File: src/sv/rlpd_pkg.sv
`default_nettype none

package rlpd_pkg;

   // Default sizing of the decoder.
   localparam int RLPD_MAX_DEPTH = 16;
   localparam int RLPD_LEN_BITS  = 32;

   // Header byte boundaries of the encoding.
   localparam logic [7:0] BYTE_SINGLE_MAX     = 8'h7f;
   localparam logic [7:0] BYTE_STR_BASE       = 8'h80;
   localparam logic [7:0] BYTE_STR_SHORT_MAX  = 8'hb7;
   localparam logic [7:0] BYTE_STR_LONG_MAX   = 8'hbf;
   localparam logic [7:0] BYTE_LIST_BASE      = 8'hc0;
   localparam logic [7:0] BYTE_LIST_SHORT_MAX = 8'hf7;

   typedef enum logic [2:0] {
      PH_IDLE,
      PH_LEN,
      PH_STR,
      PH_REM,
      PH_DRAIN
   } phase_type;

   typedef enum logic [1:0] {
      KIND_PAYLOAD,
      KIND_EMPTY,
      KIND_REMAINDER,
      KIND_ERROR
   } kind_type;

   typedef enum logic [2:0] {
      ERR_NONE,
      ERR_DEPTH,
      ERR_OVERRUN,
      ERR_NONCANON,
      ERR_EMPTY_LIST,
      ERR_TOO_WIDE
   } err_type;

   // Update request from the byte decoder to the list stack.
   typedef struct packed {
      logic top_wr;
      logic push;
      logic settle;
   } stack_op_type;

endpackage

`default_nettype wire

File: src/sv/rlpd_req_if.sv
`default_nettype none

interface rlpd_req_if;
   logic       valid;
   logic       ready;
   logic [7:0] in_byte;
   logic       msg_last;

   modport source (output valid, output in_byte, output msg_last, input ready);
   modport sink (input valid, input in_byte, input msg_last, output ready);
endinterface

`default_nettype wire

File: src/sv/rlpd_rsp_if.sv
`default_nettype none

interface rlpd_rsp_if;
   logic       valid;
   logic       ready;
   logic [1:0] kind;
   logic [7:0] out_byte;
   logic       item_first;
   logic       item_last;
   logic [4:0] nest_level;
   logic [2:0] error_code;
   logic       msg_end;

   modport source (
      output valid, output kind, output out_byte, output item_first,
      output item_last, output nest_level, output error_code, output msg_end,
      input ready
   );
   modport sink (
      input valid, input kind, input out_byte, input item_first,
      input item_last, input nest_level, input error_code, input msg_end,
      output ready
   );
endinterface

`default_nettype wire

File: src/sv/rlpd_list_stack.sv
`default_nettype none

module rlpd_list_stack
   import rlpd_pkg::*;
#(
   parameter int MAX_DEPTH = RLPD_MAX_DEPTH,
   parameter int LEN_BITS  = RLPD_LEN_BITS,
   localparam int DEPTH = MAX_DEPTH + 1,
   localparam int LVL_W = $clog2(MAX_DEPTH + 2),
   localparam int IDX_W = $clog2(MAX_DEPTH + 1)
) (
   input  wire logic                clock,
   input  wire logic                reset,
   input  wire logic                apply,
   input  wire logic                clear,
   input  wire stack_op_type        op,
   input  wire logic [LEN_BITS-1:0] top_val,
   input  wire logic [LEN_BITS-1:0] push_val,
   output logic      [LVL_W-1:0]    level,
   output logic      [LEN_BITS-1:0] top,
   output logic                     settled_empty
);

   logic [LEN_BITS-1:0] entry_ff [DEPTH];
   logic [LEN_BITS-1:0] entry_in [DEPTH];
   logic [DEPTH-1:0]    zero_ff;
   logic [DEPTH-1:0]    zero_in;
   logic [LVL_W-1:0]    level_ff;
   logic [LVL_W-1:0]    level_in;
   logic [LVL_W-1:0]    level_m1;
   logic [IDX_W-1:0]    top_idx;
   logic [LVL_W-1:0]    level_post;
   logic [LVL_W-1:0]    settled_level;
   logic [DEPTH-1:0]    live;
   logic                top_wr_ok;

   // The open list on top holds the remaining byte count of the innermost list.
   assign level_m1  = level_ff - LVL_W'(1);
   assign top_idx   = level_m1[IDX_W-1:0];
   assign top       = (level_ff == '0) ? '0 : entry_ff[top_idx];
   assign level     = level_ff;
   assign top_wr_ok = op.top_wr && (level_ff != '0);

   // Entry contents and zero flags after this item's writes.
   always_comb begin
      for (int i = 0; i < DEPTH; i++) begin
         entry_in[i] = entry_ff[i];
         zero_in[i]  = zero_ff[i];
         if (op.push && (LVL_W'(i) == level_ff)) begin
            entry_in[i] = push_val;
            zero_in[i]  = (push_val == '0);
         end else if (top_wr_ok && (LVL_W'(i) == level_m1)) begin
            entry_in[i] = top_val;
            zero_in[i]  = (top_val == '0);
         end
      end
   end

   // Closing finished lists: the new level sits just above the highest open
   // list that still has unclaimed bytes.
   always_comb begin
      level_post    = op.push ? level_ff + LVL_W'(1) : level_ff;
      settled_level = '0;
      for (int i = 0; i < DEPTH; i++) begin
         live[i] = (LVL_W'(i) < level_post) && !zero_in[i];
      end
      for (int i = 0; i < DEPTH; i++) begin
         if (live[i]) begin
            settled_level = LVL_W'(i + 1);
         end
      end
      settled_empty = (settled_level == '0);
   end

   always_comb begin
      level_in = level_ff;
      if (clear) begin
         level_in = '0;
      end else if (apply) begin
         level_in = op.settle ? settled_level : level_post;
      end
   end

   always_ff @(posedge clock) begin
      if (reset) begin
         level_ff <= '0;
      end else begin
         level_ff <= level_in;
      end
   end

   // Entries are only read below the current level, which were all written.
   always_ff @(posedge clock) begin
      if (apply) begin
         entry_ff <= entry_in;
         zero_ff  <= zero_in;
      end
   end

endmodule

`default_nettype wire

File: src/sv/rlp_stream_decoder.sv
`default_nettype none

// Streaming RLP decoder. Message bytes enter on req_ch, one item per byte, with
// msg_last on the final byte; the first top-level item is decoded with nested
// lists flattened, so rsp_ch carries each string payload byte (with first and
// last marks and its nesting level), an empty-item mark for an empty string,
// each byte after the top item as a remainder byte, or a single error item,
// after which the block stays silent until msg_last. List headers and length
// bytes give no result. The block takes one byte per clock cycle with no gap
// between messages while rsp_ch.ready does not hold back results; a byte's
// result passes from the input register through the one-pass decode to the
// result register and on to rsp_ch, and the input register plus the result
// register let a new byte in while a result waits for rsp_ch.ready. Up to
// MAX_DEPTH + 1 nested lists are tracked; lengths are limited to LEN_BITS
// bits. Every msg_last byte returns the decoder to its idle state.
module rlp_stream_decoder
   import rlpd_pkg::*;
#(
   parameter int MAX_DEPTH = RLPD_MAX_DEPTH,
   parameter int LEN_BITS  = RLPD_LEN_BITS
) (
   input wire logic  clock,
   input wire logic  reset,
   rlpd_req_if.sink  req_ch,
   rlpd_rsp_if.source rsp_ch
);

   localparam int LVL_W = $clog2(MAX_DEPTH + 2);

   // Input register.
   logic       hold_valid_ff;
   logic [7:0] hold_byte_ff;
   logic       hold_last_ff;

   // Decode state.
   phase_type           phase_ff;
   phase_type           phase_in;
   logic [LEN_BITS-1:0] accum_ff;
   logic [LEN_BITS-1:0] accum_in;
   logic [3:0]          left_ff;
   logic [3:0]          left_in;
   logic                pend_list_ff;
   logic                pend_list_in;
   logic [LEN_BITS-1:0] srem_ff;
   logic [LEN_BITS-1:0] srem_in;
   logic                sfirst_ff;
   logic                sfirst_in;
   logic                short_one_ff;
   logic                short_one_in;

   // Result register.
   logic      rsp_valid_ff;
   kind_type  rsp_kind_ff;
   logic [7:0] rsp_byte_ff;
   logic      rsp_first_ff;
   logic      rsp_last_ff;
   logic [4:0] rsp_nest_ff;
   err_type   rsp_err_ff;
   logic      rsp_end_ff;

   // Handshake.
   logic out_free;
   logic adv;
   logic req_ready;

   // Stack connection.
   stack_op_type        op;
   logic                stack_apply;
   logic                stack_clear;
   logic [LEN_BITS-1:0] top_val;
   logic [LEN_BITS-1:0] push_val;
   logic [LVL_W-1:0]    level;
   logic [LEN_BITS-1:0] top;
   logic                settled_empty;

   // Decode datapath.
   logic [7:0]          b;
   logic                lvl_open;
   logic [7:0]          n8;
   logic [7:0]          hdr_need;
   logic [LEN_BITS:0]   hdr_diff;
   logic [LEN_BITS-1:0] top_m1;
   logic [LEN_BITS-1:0] acc_new;
   logic [3:0]          left_new;
   logic [LEN_BITS:0]   fit_sum;
   logic                too_wide;

   // Result of the current byte.
   logic      emit;
   logic      in_item;
   logic      done;
   logic      has_result;
   kind_type  res_kind;
   logic [7:0] res_byte;
   logic      res_first;
   logic      res_last;
   logic [4:0] res_nest;
   err_type   res_err;

   assign out_free  = !rsp_valid_ff || rsp_ch.ready;
   assign adv       = hold_valid_ff && out_free;
   assign req_ready = !hold_valid_ff || adv;
   assign req_ch.ready = req_ready;

   // Input register: takes a byte when it is empty or the held one moves on.
   always_ff @(posedge clock) begin
      if (reset) begin
         hold_valid_ff <= 1'b0;
      end else if (req_ready) begin
         hold_valid_ff <= req_ch.valid;
      end
   end

   always_ff @(posedge clock) begin
      if (req_ready && req_ch.valid) begin
         hold_byte_ff <= req_ch.in_byte;
         hold_last_ff <= req_ch.msg_last;
      end
   end

   assign b        = hold_byte_ff;
   assign lvl_open = (level != '0);

   // Header length field and the bytes the header claims from its list:
   // the header byte itself plus a short payload, or the length-of-length.
   always_comb begin
      if (b <= BYTE_SINGLE_MAX) begin
         n8 = '0;
      end else if (b <= BYTE_STR_SHORT_MAX) begin
         n8 = b - BYTE_STR_BASE;
      end else if (b <= BYTE_STR_LONG_MAX) begin
         n8 = b - BYTE_STR_SHORT_MAX;
      end else if (b <= BYTE_LIST_SHORT_MAX) begin
         n8 = b - BYTE_LIST_BASE;
      end else begin
         n8 = b - BYTE_LIST_SHORT_MAX;
      end
      hdr_need = n8 + 8'd1;
   end

   assign hdr_diff = {1'b0, top} - (LEN_BITS + 1)'(hdr_need);
   assign top_m1   = top - LEN_BITS'(1);

   // Length bytes: accumulate big-endian, then check the payload fits the
   // list after this length byte is claimed.
   assign too_wide = (accum_ff[LEN_BITS-1 -: 8] != 8'd0);
   assign acc_new  = (accum_ff << 8) | LEN_BITS'(b);
   assign left_new = left_ff - 4'd1;
   assign fit_sum  = {1'b0, top} + {1'b0, ~acc_new};

   // One-pass decode of the held byte.
   always_comb begin
      emit         = 1'b0;
      in_item      = 1'b0;
      res_kind     = KIND_PAYLOAD;
      res_byte     = '0;
      res_first    = 1'b0;
      res_last     = 1'b0;
      res_nest     = 5'(level);
      res_err      = ERR_NONE;
      phase_in     = phase_ff;
      accum_in     = accum_ff;
      left_in      = left_ff;
      pend_list_in = pend_list_ff;
      srem_in      = srem_ff;
      sfirst_in    = sfirst_ff;
      short_one_in = short_one_ff;
      op           = '0;
      top_val      = top_m1;
      push_val     = '0;

      case (phase_ff)
         PH_REM: begin
            emit     = 1'b1;
            res_kind = KIND_REMAINDER;
            res_byte = b;
            res_nest = '0;
         end
         PH_DRAIN: begin
            emit = 1'b0;
         end
         PH_LEN: begin
            in_item   = 1'b1;
            op.top_wr = 1'b1;
            if (too_wide) begin
               res_err = ERR_TOO_WIDE;
            end else begin
               accum_in = acc_new;
               left_in  = left_new;
               if (left_new == 4'd0) begin
                  if (lvl_open && !fit_sum[LEN_BITS]) begin
                     res_err = ERR_OVERRUN;
                  end else if (pend_list_ff && (acc_new == '0)) begin
                     res_err = ERR_EMPTY_LIST;
                  end else begin
                     top_val = fit_sum[LEN_BITS-1:0];
                     if (pend_list_ff) begin
                        op.push   = 1'b1;
                        push_val  = acc_new;
                        op.settle = 1'b1;
                        phase_in  = PH_IDLE;
                     end else if (acc_new == '0) begin
                        emit      = 1'b1;
                        res_kind  = KIND_EMPTY;
                        op.settle = 1'b1;
                        phase_in  = PH_IDLE;
                     end else begin
                        srem_in   = acc_new;
                        sfirst_in = 1'b1;
                        phase_in  = PH_STR;
                     end
                  end
               end
            end
         end
         PH_STR: begin
            in_item = 1'b1;
            if (sfirst_ff && short_one_ff && (b < BYTE_STR_BASE)) begin
               res_err = ERR_NONCANON;
            end else begin
               emit      = 1'b1;
               res_byte  = b;
               res_first = sfirst_ff;
               res_last  = (srem_ff == LEN_BITS'(1));
               sfirst_in = 1'b0;
               srem_in   = srem_ff - LEN_BITS'(1);
               if (srem_ff == LEN_BITS'(1)) begin
                  op.settle = 1'b1;
                  phase_in  = PH_IDLE;
               end
            end
         end
         default: begin
            // Header byte.
            in_item = 1'b1;
            if (level > LVL_W'(MAX_DEPTH)) begin
               res_err = ERR_DEPTH;
            end else if (lvl_open && hdr_diff[LEN_BITS]) begin
               res_err = ERR_OVERRUN;
            end else begin
               op.top_wr    = 1'b1;
               top_val      = hdr_diff[LEN_BITS-1:0];
               short_one_in = 1'b0;
               if (b <= BYTE_SINGLE_MAX) begin
                  emit      = 1'b1;
                  res_byte  = b;
                  res_first = 1'b1;
                  res_last  = 1'b1;
                  op.settle = 1'b1;
               end else if (b <= BYTE_STR_SHORT_MAX) begin
                  short_one_in = (n8 == 8'd1);
                  if (n8 == 8'd0) begin
                     emit      = 1'b1;
                     res_kind  = KIND_EMPTY;
                     op.settle = 1'b1;
                  end else begin
                     srem_in   = LEN_BITS'(n8);
                     sfirst_in = 1'b1;
                     phase_in  = PH_STR;
                  end
               end else if ((b <= BYTE_STR_LONG_MAX) || (b > BYTE_LIST_SHORT_MAX)) begin
                  // Long form: only the header byte is claimed here.
                  top_val      = top_m1;
                  pend_list_in = (b > BYTE_LIST_SHORT_MAX);
                  left_in      = n8[3:0];
                  accum_in     = '0;
                  phase_in     = PH_LEN;
               end else begin
                  op.push   = 1'b1;
                  push_val  = LEN_BITS'(n8);
                  op.settle = 1'b1;
               end
            end
         end
      endcase

      // Errors send the rest of the message to the drain.
      if (res_err != ERR_NONE) begin
         phase_in = PH_DRAIN;
         op       = '0;
      end

      // The top item is complete once every open list is closed.
      done = op.settle && settled_empty;
      if (done) begin
         phase_in = PH_REM;
      end

      // A message that ends inside the top item overruns.
      if (hold_last_ff && in_item && (res_err == ERR_NONE) && !done) begin
         res_err = ERR_OVERRUN;
      end

      if (res_err != ERR_NONE) begin
         res_kind  = KIND_ERROR;
         res_byte  = '0;
         res_first = 1'b0;
         res_last  = 1'b0;
         res_nest  = '0;
      end
      has_result = emit || (res_err != ERR_NONE);
   end

   assign stack_apply = adv && (res_err == ERR_NONE) && !hold_last_ff;
   assign stack_clear = adv && hold_last_ff;

   rlpd_list_stack #(
      .MAX_DEPTH (MAX_DEPTH),
      .LEN_BITS  (LEN_BITS)
   ) u_stack (
      .clock         (clock),
      .reset         (reset),
      .apply         (stack_apply),
      .clear         (stack_clear),
      .op            (op),
      .top_val       (top_val),
      .push_val      (push_val),
      .level         (level),
      .top           (top),
      .settled_empty (settled_empty)
   );

   // Phase register: the last byte of a message always returns to idle.
   always_ff @(posedge clock) begin
      if (reset) begin
         phase_ff <= PH_IDLE;
      end else if (adv) begin
         phase_ff <= hold_last_ff ? PH_IDLE : phase_in;
      end
   end

   always_ff @(posedge clock) begin
      if (adv) begin
         accum_ff     <= accum_in;
         left_ff      <= left_in;
         pend_list_ff <= pend_list_in;
         srem_ff      <= srem_in;
         sfirst_ff    <= sfirst_in;
         short_one_ff <= short_one_in;
      end
   end

   // Result register.
   always_ff @(posedge clock) begin
      if (reset) begin
         rsp_valid_ff <= 1'b0;
      end else if (out_free) begin
         rsp_valid_ff <= adv && has_result;
      end
   end

   always_ff @(posedge clock) begin
      if (adv && has_result) begin
         rsp_kind_ff  <= res_kind;
         rsp_byte_ff  <= res_byte;
         rsp_first_ff <= res_first;
         rsp_last_ff  <= res_last;
         rsp_nest_ff  <= res_nest;
         rsp_err_ff   <= res_err;
         rsp_end_ff   <= hold_last_ff;
      end
   end

   assign rsp_ch.valid      = rsp_valid_ff;
   assign rsp_ch.kind       = rsp_kind_ff;
   assign rsp_ch.out_byte   = rsp_byte_ff;
   assign rsp_ch.item_first = rsp_first_ff;
   assign rsp_ch.item_last  = rsp_last_ff;
   assign rsp_ch.nest_level = rsp_nest_ff;
   assign rsp_ch.error_code = rsp_err_ff;
   assign rsp_ch.msg_end    = rsp_end_ff;

   // A drained byte never produces an item.
   assert property (@(posedge clock) disable iff (reset)
      (hold_valid_ff && (phase_ff == PH_DRAIN)) |-> !has_result)
      else $error("drain phase produced an item");

   // Remainder bytes only follow a fully closed top item.
   assert property (@(posedge clock) disable iff (reset)
      (phase_ff == PH_REM) |-> (level == '0))
      else $error("remainder phase with open lists");

   // The stack never grows past one level beyond the depth limit.
   assert property (@(posedge clock) disable iff (reset)
      level <= LVL_W'(MAX_DEPTH + 1))
      else $error("list stack level out of range");

   // An error item carries a code and no payload fields.
   assert property (@(posedge clock) disable iff (reset)
      (rsp_valid_ff && (rsp_kind_ff == KIND_ERROR)) |->
         ((rsp_err_ff != ERR_NONE) && (rsp_byte_ff == 8'd0) && (rsp_nest_ff == 5'd0)))
      else $error("malformed error item");

endmodule

`default_nettype wire
File: src/flat_wrapper.sv
// flat-port wrapper written by rule: the top's interface ports become plain ports
module rlp_stream_decoder_flat import rlpd_pkg::*;
#(
   parameter int MAX_DEPTH = RLPD_MAX_DEPTH,
   parameter int LEN_BITS  = RLPD_LEN_BITS
)
  (clock, reset, req_ch_valid, req_ch_in_byte, req_ch_msg_last, req_ch_ready, rsp_ch_valid, rsp_ch_kind, rsp_ch_out_byte, rsp_ch_item_first, rsp_ch_item_last, rsp_ch_nest_level, rsp_ch_error_code, rsp_ch_msg_end, rsp_ch_ready);
  rlpd_req_if req_ch_i ();
  rlpd_rsp_if rsp_ch_i ();
  input wire logic clock;
  input wire logic reset;
  input wire logic [$bits(req_ch_i.valid)-1:0] req_ch_valid;
  input wire logic [$bits(req_ch_i.in_byte)-1:0] req_ch_in_byte;
  input wire logic [$bits(req_ch_i.msg_last)-1:0] req_ch_msg_last;
  output wire logic [$bits(req_ch_i.ready)-1:0] req_ch_ready;
  output wire logic [$bits(rsp_ch_i.valid)-1:0] rsp_ch_valid;
  output wire logic [$bits(rsp_ch_i.kind)-1:0] rsp_ch_kind;
  output wire logic [$bits(rsp_ch_i.out_byte)-1:0] rsp_ch_out_byte;
  output wire logic [$bits(rsp_ch_i.item_first)-1:0] rsp_ch_item_first;
  output wire logic [$bits(rsp_ch_i.item_last)-1:0] rsp_ch_item_last;
  output wire logic [$bits(rsp_ch_i.nest_level)-1:0] rsp_ch_nest_level;
  output wire logic [$bits(rsp_ch_i.error_code)-1:0] rsp_ch_error_code;
  output wire logic [$bits(rsp_ch_i.msg_end)-1:0] rsp_ch_msg_end;
  input wire logic [$bits(rsp_ch_i.ready)-1:0] rsp_ch_ready;
  assign req_ch_i.valid = req_ch_valid;
  assign req_ch_i.in_byte = req_ch_in_byte;
  assign req_ch_i.msg_last = req_ch_msg_last;
  assign req_ch_ready = req_ch_i.ready;
  assign rsp_ch_valid = rsp_ch_i.valid;
  assign rsp_ch_kind = rsp_ch_i.kind;
  assign rsp_ch_out_byte = rsp_ch_i.out_byte;
  assign rsp_ch_item_first = rsp_ch_i.item_first;
  assign rsp_ch_item_last = rsp_ch_i.item_last;
  assign rsp_ch_nest_level = rsp_ch_i.nest_level;
  assign rsp_ch_error_code = rsp_ch_i.error_code;
  assign rsp_ch_msg_end = rsp_ch_i.msg_end;
  assign rsp_ch_i.ready = rsp_ch_ready;
  rlp_stream_decoder #(.MAX_DEPTH(MAX_DEPTH), .LEN_BITS(LEN_BITS)) u_core (.clock(clock), .reset(reset), .req_ch(req_ch_i), .rsp_ch(rsp_ch_i));
endmodule
File: config.mk
export PLATFORM = sky130hd
export DESIGN_NAME = rlp_stream_decoder_flat
export DESIGN_NICKNAME = d
export VERILOG_FILES = /design/src/sv/rlpd_pkg.sv /design/src/sv/rlpd_req_if.sv /design/src/sv/rlpd_rsp_if.sv /design/src/sv/rlpd_list_stack.sv /design/src/sv/rlp_stream_decoder.sv /design/src/flat_wrapper.sv
export SDC_FILE = /design/constraint.sdc
export NUM_CORES = 2
export LEC_CHECK = 0
export BUFFER_PORTS_ARGS = -buffer_cell sky130_fd_sc_hd__buf_2
export CAP_MARGIN = 10
export CORE_ASPECT_RATIO = 1.2
export CORE_MARGIN = 2
export CORE_UTILIZATION = 55
export DETAILED_ROUTE_END_ITERATION = 8
export MAX_ROUTING_LAYER = met4
export PLACE_DENSITY = 0.71
export SLEW_MARGIN = 20
export SYNTH_ARGS = -nofsm -noshare
export SYNTH_HDL_FRONTEND = slang
export SYNTH_HIERARCHICAL = 1
export SYNTH_SLANG_ARGS = --single-unit
File: constraint.sdc
create_clock -name clock -period 21 [get_ports clock]
set_input_delay 1.05 -clock clock [delete_from_list [all_inputs] [get_ports clock]]
set_output_delay 1.05 -clock clock [all_outputs]
set_load 0.05 [all_outputs]
Yosys cells after proc, flatten, opt, wreduce, memory -nomap -nowiden
Cells that the tools add are included.
{ "totals": {"ram_bits": 0, "ff_bits": 672, "out_inout_bits": 23, "romBits": 0, "elab_cells": 545, "n_memories": 0, "in_bits": 13, "latch_bits": 0} }
{ "classes": {"n_bitwise": 10, "order_cmp": 25, "mul": 0, "div_mod_pow": 0, "mux": 239, "n_addsub": 12, "eq_ne": 64, "shifts": 0, "n_reduce_logical": 158} }
{ "op_table": {"columns": ["cell", "n"], "rows": [
  ["$mux 32", 73],
  ["$pmux 32 s2", 3],
  ["$bmux 32 s5", 1],
  ["$logic_not 32->1", 3],
  ["$pmux 32 s3", 1],
  ["$mux 5", 18],
  ["$eq 4x5->1 const A", 16],
  ["$mux 1", 75],
  ["$mux 3", 25],
  ["$mux 8", 9],
  ["$logic_and 1x1->1", 67],
  ["$sub 32x1->32 const B", 2],
  ["$eq 3x5->1 const A", 8],
  ["$lt 4x5->1 const A", 8],
  ["$reduce_bool 2->1", 18],
  ["$mux 2", 17],
  ["$reduce_and 2->1", 17],
  ["$add 32x32->33", 1],
  ["$sub 32x8->33", 1],
  ["$eq 32x1->1 const B", 1],
  ["$not 32->32", 1],
  ["$or 32x8->32", 1],
  ["$sub 8x8->8 const B", 4],
  ["$le 8x8->1 const B", 3],
  ["other kinds (58)", 135]
]} }

Logic depth before layout (Yosys ltp)
{ "logic_depth": {"word_depth": 47, "ltp_mapped": 41, "ltp_nobuf": 33} }

Cells and area by module
The synthesis kept the hierarchy.
{ "modules_own_cells": {"columns": ["module", "seq_area_each_um2", "cells_per_inst", "area_each_um2", "instances"], "rows": [
  ["rlpd_list_stack", 16946.3, 1870, 29604.6, 1],
  ["rlp_stream_decoder", 3133.0, 1286, 10371.2, 1]
]} }

Least setup slack after synthesis
Ideal clock, no wire load.
{ "synth_timing": {"path_type": "register to register", "startpoint": "register u_core.u_stack.level_ff[0], in the netlist u_core/u_stack/level[0]", "endpoint": "register u_core/u_stack/entry_ff[448] (netlist name) (enable)", "period_less_slack_ns": 11.309, "path_slack_ns": 9.691, "setup_time_ns": 0.470, "arrival_time_ns": 10.838, "required_time_ns": 20.530, "stages_incl_launch_ff": 26, "path_buffers": 8, "path_cell_list": "dfxtp_1 -> buf_6 -> buf_1 -> clkbuf_1 -> inv_1 -> ha_1 -> xor2_1 -> buf_2 -> buf_2 -> mux4_2 -> mux4_2 -> a22oi_1 -> nor2_1 -> ha_1 -> nor2b_4 -> o31a_1 -> or4_4 -> a31o_4 -> o21ai_4 -> a31oi_4 -> or3_1 -> buf_6 -> nor3_1 -> clkbuf_1 -> clkbuf_1 -> a21boi_0"} }
{ "synth_between": {"elab_chain_len": 47, "word_cells_on_any_way": 232, "cone_classes": "add/sub: 5; order compare: 18; eq/ne: 32; mux: 87; bitwise: 1; reduce/logical: 89"} }
{ "synth_lines": {"columns": ["element", "line_no", "text"], "rows": [
  ["from (decl)", "rlpd_list_stack.sv:28", "logic [LVL_W-1:0] level_ff;"],
  ["from (signal assigned)", "rlpd_list_stack.sv:88", "level_ff <= level_in;"],
  ["$sub 5x1->5", "rlpd_list_stack.sv:38", "assign level_m1 = level_ff - LVL_W'(1);"],
  ["$not 5->6 (not written as such)", "rlpd_list_stack.sv:40", "assign top = (level_ff == '0) ? '0 : entry_ff[top_idx];"],
  ["$bmux 32 s5", "rlpd_list_stack.sv:40", null],
  ["$mux 32 (not written as such) (2 in a row)", "rlpd_list_stack.sv:40", null],
  ["$mux 32 (*)", "rlpd_list_stack.sv:40", null],
  ["named net u_core.top[2]", "rlp_stream_decoder.sv:73", "logic [LEN_BITS-1:0] top;"],
  ["branches (longest 36 deep; another with $add 32x32->33)", null, null],
  ["$mux 3 (*)", "rlp_stream_decoder.sv:290", "if (hold_last_ff && in_item && (res_err == ERR_NONE) && !done) begin"],
  ["named net u_core.res_err[2]", "rlp_stream_decoder.sv:98", "err_type res_err;"],
  ["$logic_not 3->1 (*)", "rlp_stream_decoder.sv:304", "assign stack_apply = adv && (res_err == ERR_NONE) && !hold_last_ff;"],
  ["$logic_and 1x1->1 (*) (2 in a row)", "rlp_stream_decoder.sv:304", null],
  ["named net u_core.stack_apply", "rlp_stream_decoder.sv:68", "logic stack_apply;"],
  ["$reduce_and 2->1 (no line) (*)", null, null],
  ["to (signal assigned)", "rlpd_list_stack.sv:95", "entry_ff <= entry_in;"],
  ["to (decl)", "rlpd_list_stack.sv:24", "logic [LEN_BITS-1:0] entry_ff [DEPTH];"]
]} }
Mark *: on every way through the listed nets, which the timed path passes. The select of a mux whose other input is x is not followed.
A chain may end at the register's enable or synchronous reset.

Final worst setup path
{ "layout_timing": {"startpoint": "register u_core.u_stack.level_ff[0], in the netlist u_core/u_stack/level[0]", "endpoint": "register u_core.rsp_nest_ff[1], in the netlist u_core/rsp_ch.nest_level[1] (enable)"} }
{ "layout_between": {"word_cells_on_any_way": 236, "cone_classes": "add/sub: 5; order compare: 18; eq/ne: 32; mux: 93; bitwise: 1; reduce/logical: 87"} }
{ "layout_rtl": {"columns": ["element", "line_no", "text"], "rows": [
  ["$sub 5x1->5", "rlpd_list_stack.sv:38", null],
  ["$not 5->6 (not written as such)", "rlpd_list_stack.sv:40", null],
  ["$bmux 32 s5", "rlpd_list_stack.sv:40", null],
  ["$mux 32 (not written as such) (2 in a row)", "rlpd_list_stack.sv:40", null],
  ["$mux 32 (*)", "rlpd_list_stack.sv:40", null],
  ["named net u_core.top[0]", "rlp_stream_decoder.sv:73", null],
  ["$sub 32x8->33, or another cell as far along", "rlp_stream_decoder.sv:141", "assign hdr_diff = {1'b0, top} - (LEN_BITS + 1)'(hdr_need);"],
  ["$mux 32 / $logic_not 1->1 (equally long branches)", "rlp_stream_decoder.sv:261, rlp_stream_decoder.sv:191", null],
  ["[... 5 more ...]", null, null],
  ["named net u_core.top_val[13]", "rlp_stream_decoder.sv:70", "logic [LEN_BITS-1:0] top_val;"],
  ["[... 23 more ...]", null, null],
  ["named net u_core.settled_empty", "rlp_stream_decoder.sv:74", "logic settled_empty;"],
  ["$logic_and 1x1->1 (*)", "rlp_stream_decoder.sv:284", "done = op.settle && settled_empty;"],
  ["$logic_not 1->1 (*)", "rlp_stream_decoder.sv:290", null],
  ["$logic_and 1x1->1 (*)", "rlp_stream_decoder.sv:290", null],
  ["$mux 3 (*)", "rlp_stream_decoder.sv:290", null],
  ["$reduce_bool 3->1 (*)", "rlp_stream_decoder.sv:301", "has_result = emit || (res_err != ERR_NONE);"],
  ["$logic_or 1x1->1 (*)", "rlp_stream_decoder.sv:301", null],
  ["$logic_and 1x1->1 (*)", "rlp_stream_decoder.sv:353", "if (adv && has_result) begin"],
  ["to (signal assigned)", "rlp_stream_decoder.sv:358", "rsp_nest_ff <= res_nest;"],
  ["to (decl)", "rlp_stream_decoder.sv:57", "logic [4:0] rsp_nest_ff;"]
]} }
The timed path passes the listed nets; every way through them passes the cells marked *. The select of a mux whose other input is x is not followed.

==> run summary <==
The tools report the via count as 28900. The share of flip-flops with an asynchronous set or reset after synthesis was 0%. IR analysis of the VDD net gives a maximum drop of 0.120 mV.

The violation count after the first detailed-route iteration is 3273. At the end of the flow, the number of nets in the layout was 3204. The logs give 50.2% for the share of synthesized area occupied by flip-flops and latches and 4.83 mW for the cell-internal power.

Yosys printed 6 warnings. The run gives 0.0432 ns as the post-route clock skew. Most common flop cell mapped by yosys: sky130_fd_sc_hd__edfxtp_1. Dividing the detail-routed wire length by the instance count gives 32.0 um. For the sum of net half-perimeters after detailed placement, the log shows 82200 um. The combinational share of power was 56.1%; the count of hold-fix buffers inserted at cts was 0. Clock share of power: 15.7%.

Deepest level of the CTS H-tree: 3. The top cell types in the final layout, fill and taps aside, are 662 x sky130_fd_sc_hd__edfxtp_1, 517 x sky130_fd_sc_hd__mux2_2, 240 x sky130_fd_sc_hd__nand2_1. The synthesis-stage register bit count is 672. The final critical-path share of the clock period is 60.0%. TritonCTS built the clock tree. In this run the standard cell core region covers 0.0722 mm^2.

For the worst flop-to-flop path, the logic depth is 35. The tools report the final wirelength as 132000 um. The arrival time at the worst endpoint came out at 12.97 ns. The first global-routing pass estimated 193000 um of wire.

Clock latency on the worst-skew pair, taken at its later pin, is 0.64 ns. The pre-antenna-repair detailed-routing pass consisted of 6 iterations. Once the clock tree was built, the resizer swapped 0 gates to a different size. In this run the tightest slew margin relative to its limit is 24.4%. No sink is reached through more buffers than the 3 on the longest clock path. In this run, synthesis inferred 662 flip-flops with an integrated enable. The reported net switching power came out at 2.83 mW.

The die covers 0.0749 mm^2. In this run the vertical extent of the chip is 299 um. The maximum number of pins on one net before global-route repair was 94; the residual overflow from global routing was 0. The tools report the timing startpoint of the critical path as u_core/u_stack/level[0]$_SDFFE_PP0P_. The most common cell after layout, fill and taps aside was sky130_fd_sc_hd__edfxtp_1. The fraction of power spent switching nets is 37.0%. The post-route netlist has 32.6% of its cells at a drive strength greater than 1. The routed design uses 11900 um of met3 wire. The worst setup path is of the flop to flop kind. After synthesis the cells add up to 0.0400 mm^2. The flow ran to the end, and the final reports show no timing, DRC or antenna violations. The endpoint type of the worst setup path is a flop. On the worst path, the slowest cell contributes a delay of 0.92 ns. Number of distinct library cells after synthesis: 101. Power density relative to cell area: 174 mW/mm^2.

The finished layout holds 4110 standard cells, fillers aside. The total leakage power came out at 14.7 nW. The tree is rooted in a sky130_fd_sc_hd__clkbuf_16. The tree built by TritonCTS fans out to 672 sinks. The tools report the via count of the first global-routing pass as 28900. After synthesis, the mean cell area works out to 12.7 um^2. Cells fill 60.8% of the core in the end. The clock-pin slew of the registers on the worst-case setup and hold paths works out to 0.06 ns. Based on the critical path, the design can be clocked at up to 0.0793 GHz.

From left edge to right edge, the die measures 250 um. The max-slew violation count is 0, and the largest fanout of any net on the critical path is 93. The top layer used by detailed routing was met4.

The worst hold path begins at req_ch_in_byte[5]. The final weighted congestion in routability-driven placement is 0.967, and the total clock buffers created by CTS is 70. In this run the worst hold path is classified as input port to flop. The logs give 0 for the buffers inserted during post-CTS setup optimization and 3234 for the number of nets produced by synthesis. Synthesis handed over a netlist of 3156 instances. Number of buffer cells added on primary ports: 35. The tools report the initial core utilization as 55.4%. After detailed routing, the wire length on met1 is 48600 um. The number of cells on the worst hold path was 1; the post-route minimum period was 12.60 ns. The top-level port count is 36, and the placed instance count is 3988.

The tools report the number of remaining DRC errors as 0. Global routing consumed, over all layers together, 36.1% of the routing resources. Max-cap violations in this run came to 0. The logs give 0 for the final hold violation count and 0 for the residual antenna-violating net count after detailed routing. At the pin with the least slew margin, the transition time is 1.13 ns. The tools report the data required time of the worst path as 21.36 ns.

The largest individual stage delay along the critical path comes from the cell sky130_fd_sc_hd__nor2_1. Compared with the post-synthesis result, the final layout area differs by 9.82%. Beginning of the worst register-to-register path: u_core/u_stack/level[0]$_SDFFE_PP0P_.

Per report_power, the sequential group accounts for 28.2% of the total. Across all hold checks on the routed design, the worst slack comes to 0.592 ns. Using the TritonRoute via totals, the vias-per-cell ratio works out to 7.04. Setup violations remaining at the end of the flow were counted as 0. The logs give 108 for the total number of placement rows and 5567 for the final-layout fill cell count.

Summed over all nets, wire length on met2 after detailed routing comes to 64000 um. For the final routed database, the setup TNS stands at 0 ns. Setup repair after global routing left no endpoint under its margin. The kind of start point of the critical path was a flop. The initial antenna violation count came out at 1.
-- worst paths after layout --
path                                                                  end  slack [ns]
worst max-delay path            u_core/rsp_ch.nest_level[1]$_SDFFCE_PP0P_        8.40
worst min-delay path                                u_core/b[5]$_DFFE_PP_        0.59
worst max register to register  u_core/rsp_ch.nest_level[1]$_SDFFCE_PP0P_        8.40
worst min register to register            u_core/phase_ff[1]$_SDFFE_PP0P_        0.63
-- cells in the mapped netlist (9+ instances only) --
cell                       instances  area [um^2]
sky130_fd_sc_hd__o31ai_1          19          143
sky130_fd_sc_hd__o21ai_1          13         65.1
sky130_fd_sc_hd__dfxtp_1          10          200
sky130_fd_sc_hd__nand3_1          36          180
sky130_fd_sc_hd__nand2b_1         14         87.6
sky130_fd_sc_hd__nor4_1           43          269
sky130_fd_sc_hd__o211ai_1         22          165
sky130_fd_sc_hd__xor2_1           29          254
sky130_fd_sc_hd__o21bai_1         11         82.6
sky130_fd_sc_hd__o21ai_0          84          420
sky130_fd_sc_hd__or2_2             9         56.3
sky130_fd_sc_hd__and2_1           22          138
sky130_fd_sc_hd__mux2_2          517         5820
sky130_fd_sc_hd__xnor2_1          76          666
sky130_fd_sc_hd__nand4_1          29          181
sky130_fd_sc_hd__or4_1            10         75.1
sky130_fd_sc_hd__or3_1            14         87.6
sky130_fd_sc_hd__a21oi_1          98          490
sky130_fd_sc_hd__nor3_1           83          415
sky130_fd_sc_hd__nand2_1         253          950
sky130_fd_sc_hd__o22ai_1          36          225
sky130_fd_sc_hd__a21boi_0         18          135
sky130_fd_sc_hd__edfxtp_1        662        19900
sky130_fd_sc_hd__and3_1           17          106
sky130_fd_sc_hd__mux2i_1          15          150
sky130_fd_sc_hd__inv_1            77          289
sky130_fd_sc_hd__nor2_1          211          792
sky130_fd_sc_hd__nor2b_1          12         75.1
sky130_fd_sc_hd__a211oi_1         17          128
sky130_fd_sc_hd__mux4_2          157         3540
sky130_fd_sc_hd__buf_2            28          140
sky130_fd_sc_hd__a21o_1           17          128
sky130_fd_sc_hd__a31oi_1          17          106
sky130_fd_sc_hd__buf_1            19         71.3
sky130_fd_sc_hd__o21a_1           15          113
sky130_fd_sc_hd__a22oi_1          38          285
sky130_fd_sc_hd__clkbuf_1        196          736
sky130_fd_sc_hd__ha_1             63          788
sky130_fd_sc_hd__o221ai_1         24          210
-- area by class of cell --
cell class | instances | area [um^2] | area share [%]
sequential | 672 | 20100 | 45.7
multi-input combinational | 2158 | 19200 | 43.6
clock buffer | 81 | 1830 | 4.18
tap | 935 | 1170 | 2.66
timing repair buffer | 145 | 1030 | 2.35
clock inverter | 39 | 327 | 0.744
inverter | 79 | 297 | 0.675
antenna | 1 | 2.50 | 0.00570
-- worst max-delay path: cells and delay by family, from the launching register on --
family	cells	cell delay (ns)
xor gates and xnor gates	1	0.18
and+or+nand+nor	9	2.92
DFF	1	0.69
AOI/OAI and AO/OA	13	3.85
buffers and inverters	6	2.34
adders and majority gates	3	0.87
muxes	3	1.31
-- power groups by stage --
| stage | clock (mW) | combinational [mW] | sequential, mW |
|---|---|---|---|
| 2_1_floorplan | 0 | 3.08 | 2.22 |
| 3_3_place_gp | 0 | 3.97 | 2.19 |
| 3_5_place_dp | 0 | 4.17 | 2.19 |
| 4_1_cts | 1.21 | 4.20 | 2.16 |
| 5_1_grt | 1.26 | 4.60 | 2.16 |
| 6_report | 1.20 | 4.29 | 2.16 |
-- flip-flops by register name (all words and copies together) (netlist names) --
signal,cells
u_core/rsp_ch.msg_end,1
u_core/hold_valid_ff,1
u_core/hold_last_ff,1
u_core/sfirst_ff,1
u_core/rsp_ch.kind,2
u_core/rsp_ch.error_code,3
u_core/rsp_ch.valid,1
u_core/left_ff,4
u_core/short_one_ff,1
u_core/u_stack/entry_ff,544
u_core/rsp_ch.item_last,1
u_core/rsp_ch.nest_level,5
u_core/b,8
u_core/u_stack/level,5
u_core/rsp_ch.out_byte,8
u_core/pend_list_ff,1
u_core/accum_ff,32
u_core/rsp_ch.item_first,1
u_core/phase_ff,3
u_core/srem_ff,32
u_core/u_stack/zero_ff,17
-- stage by stage --
step	setup WS [ns]	power, mW	instance area, um^2
finish	8.40	7.65	43900
global route	7.57	8.03	43900
CTS	8.45	7.58	43800
detailed placement	8.43	6.36	41700
global placement	8.63	6.16	41600
floorplan	9.69	5.30	40000
-- layer usage --
layer | global-route usage, % | vias up
met1 | 44.6 | 14600
li1 | - | 12200
met2 | 58.6 | 1715
met3 | 5.71 | 393
met4 | 16.6 | 0
met5 | - | -
-- logic make-up (layout without fill, tap and decap cells) --
| family | after synthesis | after routing | share of synthesized area, % |
|---|---|---|---|
| DFF | 672 | 672 | 50.2 |
| AOI/OAI and AO/OA | 508 | 508 | 8.78 |
| and+or+nand+nor | 786 | 786 | 9.38 |
| buffers and inverters | 326 | 344 | 3.21 |
| adders and majority gates | 65 | 65 | 2.07 |
| muxes | 693 | 693 | 24.0 |
| xor gates and xnor gates | 106 | 106 | 2.34 |
| other | 0 | 1 | 0 |
Note: power is estimated with default switching activity, not from simulation.
